$ cat src/hdl/bwt_pkg.sv
`timescale 1ns / 1ps
// ----------------------------------------------------------------------------
// bwt_pkg
// Shared widths, register indexes and pipeline types for the barycentric
// weight block.
// ----------------------------------------------------------------------------
package bwt_pkg;

    localparam int COORD_W   = 16;  // Q12.4 coordinates
    localparam int WEIGHT_W  = 24;  // Q7.16 weights
    localparam int THR_W     = 8;
    localparam int CFG_IDX_W = 3;
    localparam int CFG_DAT_W = 16;
    localparam int DIFF_W    = COORD_W + 1;
    localparam int PROD_W    = 2 * DIFF_W;
    localparam int SUM_W     = PROD_W + 2;
    localparam int MAG_W     = SUM_W - 1;
    localparam int QUO_W     = WEIGHT_W + 1;  // weight bits plus one rounding bit
    localparam int LANES     = 3;

    localparam logic [WEIGHT_W-1:0] WEIGHT_MAX = {1'b0, {(WEIGHT_W-1){1'b1}}};
    localparam logic [WEIGHT_W-1:0] WEIGHT_MIN_MAG = {1'b1, {(WEIGHT_W-1){1'b0}}};

    localparam logic [CFG_IDX_W-1:0] REG_AX   = 3'd0;
    localparam logic [CFG_IDX_W-1:0] REG_AY   = 3'd1;
    localparam logic [CFG_IDX_W-1:0] REG_BX   = 3'd2;
    localparam logic [CFG_IDX_W-1:0] REG_BY   = 3'd3;
    localparam logic [CFG_IDX_W-1:0] REG_CX   = 3'd4;
    localparam logic [CFG_IDX_W-1:0] REG_CY   = 3'd5;
    localparam logic [CFG_IDX_W-1:0] REG_SNAP = 3'd6;

    // per-request flags that ride along the divider chain
    typedef struct packed {
        logic [LANES-1:0] neg;
        logic [LANES-1:0] sat;
        logic             degen;
    } t_lane_meta;

endpackage

$ cat src/hdl/bwt_div_cell.sv
`timescale 1ns / 1ps
// ----------------------------------------------------------------------------
// bwt_div_cell
// One restoring-division cell: retires one quotient bit on all three lanes
// and hands the halved divisor to the next cell.
// ----------------------------------------------------------------------------
module bwt_div_cell #(
    parameter int RW = 64
) (
    input  logic                        i_clk,
    input  logic                        i_rst_n,
    input  logic                        i_adv,
    input  logic                        i_valid,
    input  logic [RW-1:0]               i_den,
    input  logic [RW-1:0]               i_rem [bwt_pkg::LANES],
    input  logic [bwt_pkg::QUO_W-1:0]   i_quo [bwt_pkg::LANES],
    input  bwt_pkg::t_lane_meta         i_meta,
    output logic                        o_valid,
    output logic [RW-1:0]               o_den,
    output logic [RW-1:0]               o_rem [bwt_pkg::LANES],
    output logic [bwt_pkg::QUO_W-1:0]   o_quo [bwt_pkg::LANES],
    output bwt_pkg::t_lane_meta         o_meta
);
    import bwt_pkg::*;

    logic [LANES-1:0] w_ge;

    always_comb begin
        for (int k = 0; k < LANES; k++) begin
            w_ge[k] = (i_rem[k] >= i_den);
        end
    end

    always_ff @(posedge i_clk) begin
        if (!i_rst_n) begin
            o_valid <= 1'b0;
        end else if (i_adv) begin
            o_valid <= i_valid;
        end
    end

    always_ff @(posedge i_clk) begin
        if (i_adv) begin
            o_den  <= i_den >> 1;
            o_meta <= i_meta;
            for (int k = 0; k < LANES; k++) begin
                o_rem[k] <= w_ge[k] ? i_rem[k] - i_den : i_rem[k];
                o_quo[k] <= {i_quo[k][QUO_W-2:0], w_ge[k]};
            end
        end
    end

endmodule

$ cat config.mk
export PLATFORM = sky130hd
export DESIGN_NAME = bwt_div_cell
export DESIGN_NICKNAME = d
export VERILOG_FILES = /design/src/hdl/bwt_pkg.sv /design/src/hdl/bwt_div_cell.sv
export SDC_FILE = /design/constraint.sdc
export NUM_CORES = 1
export LEC_CHECK = 0
export ABC_AREA = 0
export BUFFER_PORTS_ARGS = -buffer_cell sky130_fd_sc_hd__buf_4
export CAP_MARGIN = 25
export CORE_AREA = 10 10 258 260
export DETAILED_ROUTE_END_ITERATION = 8
export DIE_AREA = 0 0 268 270
export PLACE_DENSITY = 0.64
export SETUP_SLACK_MARGIN = 0.5
export SLEW_MARGIN = 40
export SYNTH_ARGS = -nofsm -noshare
export SYNTH_HDL_FRONTEND = slang
export SYNTH_SLANG_ARGS = --single-unit
$ cat constraint.sdc
create_clock -name i_clk -period 5 [get_ports i_clk]
set_input_delay 1.25 -clock i_clk [delete_from_list [all_inputs] [get_ports i_clk]]
set_output_delay 1.25 -clock i_clk [all_outputs]
set_load 0.05 [all_outputs]
## Yosys cells after proc, flatten, opt, wreduce, memory -nomap -nowiden

Cells that the tools add are included.
Widths: inputs -> output; s select.

- Add/sub/neg operators: 3
- Multiply operators: 0
- Div/mod/pow operators: 0
- $lt $le $gt $ge: 3
- Equality and inequality tests: 0
- Shift operators: 0
- Muxes and demuxes: 3
- Bitwise gates (word level): 0
- Reductions and logical operators: 0

Operators with widths:

| cell | number |
|---|---|
| $ge 64x64->1 | 3 |
| $mux 64 | 3 |
| $sub 64x64->64 | 3 |

- Flip-flop bits (word level): 338
- Bits in latches: 0
- Bits in writable memories: 0
- Memory bits (read-only): 0
- Bits of input ports: 342
- Output and inout bits: 339
- Word-level logic and storage cells: 20
- Memories: 0

## Depth between registers and ports, before layout

- Depth after elaboration: 2
- Depth in mapped cells: 16
- Depth with buffers taken out: 14

## Worst setup path before layout

No wires, ideal clock.

- Path kind: input -> register
- Start point: input i_rem[64] in the netlist's numbering
- End point: register o_rem[120] in the netlist's numbering (data pin)
- Setup time: 260 ps
- Arrival time: 4287 ps
- Required time: 4740 ps
- Path slack: 453 ps
- Cell stages on the path: 13
- Buffers on the path: 1
- Cells stage by stage: inv_1 > ha_1 > fa_1 > nand2b_1 > a211oi_1 > o21bai_1 > a311o_1 > and3_1 > a2111oi_2 > o31ai_1 > a31oi_4 > buf_2 > mux2_2

- Word-level cells in the longest chain between the ends: 2
- Elaborated cells between the ends (all ways): 3
- Those cells by class: add/sub: 1; order compare: 1; mux: 1

RTL lines:

| item | line | RTL |
|---|---|---|
| from (decl) | bwt_div_cell.sv:15 | `input logic [RW-1:0] i_rem [bwt_pkg::LANES],` |
| $sub 64x64->64 or $ge 64x64->1 (tied branches) | bwt_div_cell.sv:47, bwt_div_cell.sv:30 |  |
| $mux 64 * | bwt_div_cell.sv:47 | `o_rem[k] <= w_ge[k] ? i_rem[k] - i_den : i_rem[k];` |
| to (signal, indexed assignment) | bwt_div_cell.sv:47 |  |
| to (decl) | bwt_div_cell.sv:20 | `output logic [RW-1:0] o_rem [bwt_pkg::LANES],` |

Mark *: on every way between the ends. The rest lies on a longest branch, timed or not.
A chain may end at the register's enable or synchronous reset.

## Final worst setup path

- Start point: input i_den[8]
- End point: register o_rem[59] in the netlist's numbering (data pin)

- Word-level cells in the longest chain between the ends: 2
- Elaborated cells between the ends (all ways): 3
- Those cells by class: add/sub: 1; order compare: 1; mux: 1

RTL lines:

| item | line | RTL |
|---|---|---|
| from (decl) | bwt_div_cell.sv:14 | `input logic [RW-1:0] i_den,` |
| $sub 64x64->64 or $ge 64x64->1 (tied branches) | bwt_div_cell.sv:47, bwt_div_cell.sv:30 |  |
| $mux 64 * | bwt_div_cell.sv:47 |  |

Marks and branches as above.

==> results.cfg <==
[cts]
cts_tree = yes
cts_buffer_depth = 3
clock_sinks = 338
htreeDepth = 2
cts_inserted_buffers = 41
cts-root-buf = clkbuf_16
clkTransAtPathRegs_ps = 60
clock_latency_ps = 560

[power]
p_leak_nw = 14.5
vdd_ir_drop_max_v = 0.000277
fin_total_pwr_mw = 11.2
p_per_area_nw_per_um2 = 339

[grt]
grt_pass1_wl_mm = 145
grt.total_usage_pct = 26.4
grt-ovfl-total = 0
grt_pass1_vias = 22321
antenna_found_initial = 12
grt_max_degree = 88

[final_layout]
regArea_um2 = 10100
multiInputGateArea_um2 = 13100
post-route-util_pct = 53.9
fin_nets = 3759
layout-drive-gt1-share_pct = 34.8
fillCellCount = 5527
fin_cells = 4046
area_growth_pct = 37.6

[worst_hold_path]
hold_start = o_valid
hold_path_end = o_valid
min_path_cells = 2
hold_class = flop to flop

[placement]
dp.cells = 3952
pre_cts_slack_ps = -310
dp_hpwl_mm = 84.0
port_buffers = 676
routabilityCongestion = 0.983

[synthesis]
syn_inst = 2398
yosysSeqAreaShare_pct = 42.2
syn_area_um2 = 24000
yosys_warnings = 0
synth_edf_count = 337
synth.distinct_cells = 77
synth_top_flop_cell = edfxtp_1
ys_seq_elements = 338
syn_avg_cell_area_um2 = 10.0
synth_fp_nets = 2935
ys_async_sr_fraction_pct = 0

[drt]
wirelength_mm = 102
drt-pass1-iter-count = 5
wl_per_cell_um = 25.3
final_antenna_net_count = 0
vias_per_cell = 5.64
drc_errors = 0
drt-initial-drc-count = 1769
vias = 22816

[floorplan]
start_util_pct = 39.2
core_area_um2 = 61300
dieHeight_um = 270
dieArea_um2 = 72400
die_w_um = 268
rows = 91
io_pins = 681

[sta]
max_freq_mhz = 226
hold_viol_final = 0
slew_headroom_pct = 48.1
setup_viol = 0
finalCritPeriodShare_pct = 88.6
rsz0062_at_grt = yes
min_period_ps = 4430
slew_viol_final = 0
worstMarginPinSlew_ps = 779
postLayoutSetupSlackWorst_ps = 572
skew_ps = 0

[worst_setup_path]
path_class = primary input to flop
arrival_ps = 4750
r2r-end = o_valid
timing.rr.start = o_valid
crit_path_start_kind = primary input
reg2regPathDepth = 2
cp-end-kind = flop
r2r_slack_ps = 4400
crit_fanout = 7
cp_data_required_time_ps = 5320
cp-startpoint = i_den[8]

[run]
cap_viol_max_count = 0

[outcome]
status = finished, final reports clean
state kept, by name, indices dropped and copies added (netlist names):
register / flops
o_valid: 1
o_meta: 7
o_den: 63
o_rem: 192
o_quo: 75
cells in the final DEF, fill, tap and decap left out, types with 8 or more instances in the layout:
cell type  count
nand2b_1      16
and2_1        12
mux2i_1       10
nor3_1        34
o211ai_1      13
nor2b_1       21
o21bai_1      40
inv_1        115
nand4_1       64
and3_1        18
buf_4        873
o31ai_1        9
xor2_1        77
or2_2          8
a31oi_1       19
buf_12         9
edfxtp_1     337
o21ai_1       10
nand3_1       43
a21boi_0      11
o21a_1        25
a21oi_1      212
mux2_2       121
a21o_1       102
a211oi_1      16
clkinv_1       8
xnor2_1      100
nand2_1      227
nor2_1       114
ha_1         189
o21ai_0      177
clkbuf_16     47
power breakdown:
| group | switching (mW) | internal [mW] | leakage [nW] | total, mW |
|---|---|---|---|---|
| Combinational | 2.83 | 1.65 | 10.5 | 4.47 |
| Sequential | 0.131 | 3.54 | 3.30 | 3.67 |
| Clock | 1.25 | 1.80 | 0.645 | 3.06 |
| Total | 4.21 | 6.99 | 14.5 | 11.2 |
cell type report:
type                       count  area share (%)
antenna                        7          0.0530
clock buffer                  47            3.27
clock inverter                23           0.788
inverter                     120            1.40
multi-input combinational   1829            39.7
sequential                   338            30.7
tap                          790            2.99
timing repair buffer         892            21.1
logic make-up (layout without fill, tap and decap cells):
group,after synthesis,after routing,share of synthesized area (%)
other cells,1,8,0.0156
flops,338,338,42.2
mux,131,131,6.09
buf+inv,231,1082,3.87
simple gates,588,588,11.5
fa+ha+maj,195,195,10.3
compound gates,737,737,19.6
xor+xnor,177,177,6.46
cells in the mapped netlist, types with 75 or more instances:
cell      count  area share (%)
clkbuf_1     75             1.2
edfxtp_1    337              42
a21o_1      102             3.2
xor2_1       77             2.8
mux2_2      121             5.7
inv_1       120             1.9
xnor2_1     100             3.6
a21oi_1     214             4.5
nor2_1      115             1.8
o21ai_0     183             3.8
nand2_1     227             3.5
ha_1        192              10
critical path, stage by stage:
cell,delay [ps]
buf_4,100
clkinvlp_4,160
buf_4,180
ha_2,370
nand2_1,110
o21ai_0,190
a21oi_1,90
o211ai_1,390
a41oi_2,250
o31ai_2,350
a21oi_1,120
buf_4,170
o32ai_1,340
buf_4,190
nor2_1,50
xnor2_1,140
mux2_2,280
worst max path at each step:
stage / cells after the start / slack [ps] / to
floorplan: 13 / 450 / o_rem[100]
global placement: 14 / -300 / o_rem[126]
detailed placement: 14 / -310 / o_rem[126]
CTS: 14 / 480 / o_rem[126]
global route: 18 / 420 / o_rem[12]
finish: 17 / 570 / o_rem[59]
metal layers:
metal	vias up	part of all wire [%]	GRT usage, %
met2	898	50	46.1
met5	-	0.062	0
met1	11167	41	33.2
li1	10638	-	-
met4	10	1.8	6.42
met3	103	7.1	4.76
what timing repair did:
item                                    in CTS  in global routing
buffers inserted                             2                  9
resized for setup                           10                 38
cloned                                       1                  5
endpoints found under the setup margin      91                174
hold buffers                                 0                  0
pin swaps                                    3                 15
stage by stage:
step | hold slack (ps) | cell area, µm² | TNS [ps]
detailed placement | 511 | 31200 | -19260
global route | 558 | 33000 | 0
global placement | 499 | 31200 | -18940
CTS | 531 | 32700 | 0
finish | 535 | 33000 | 0
floorplan | 743 | 24000 | 0
No activity file was read; power rests on OpenSTA's default activity.
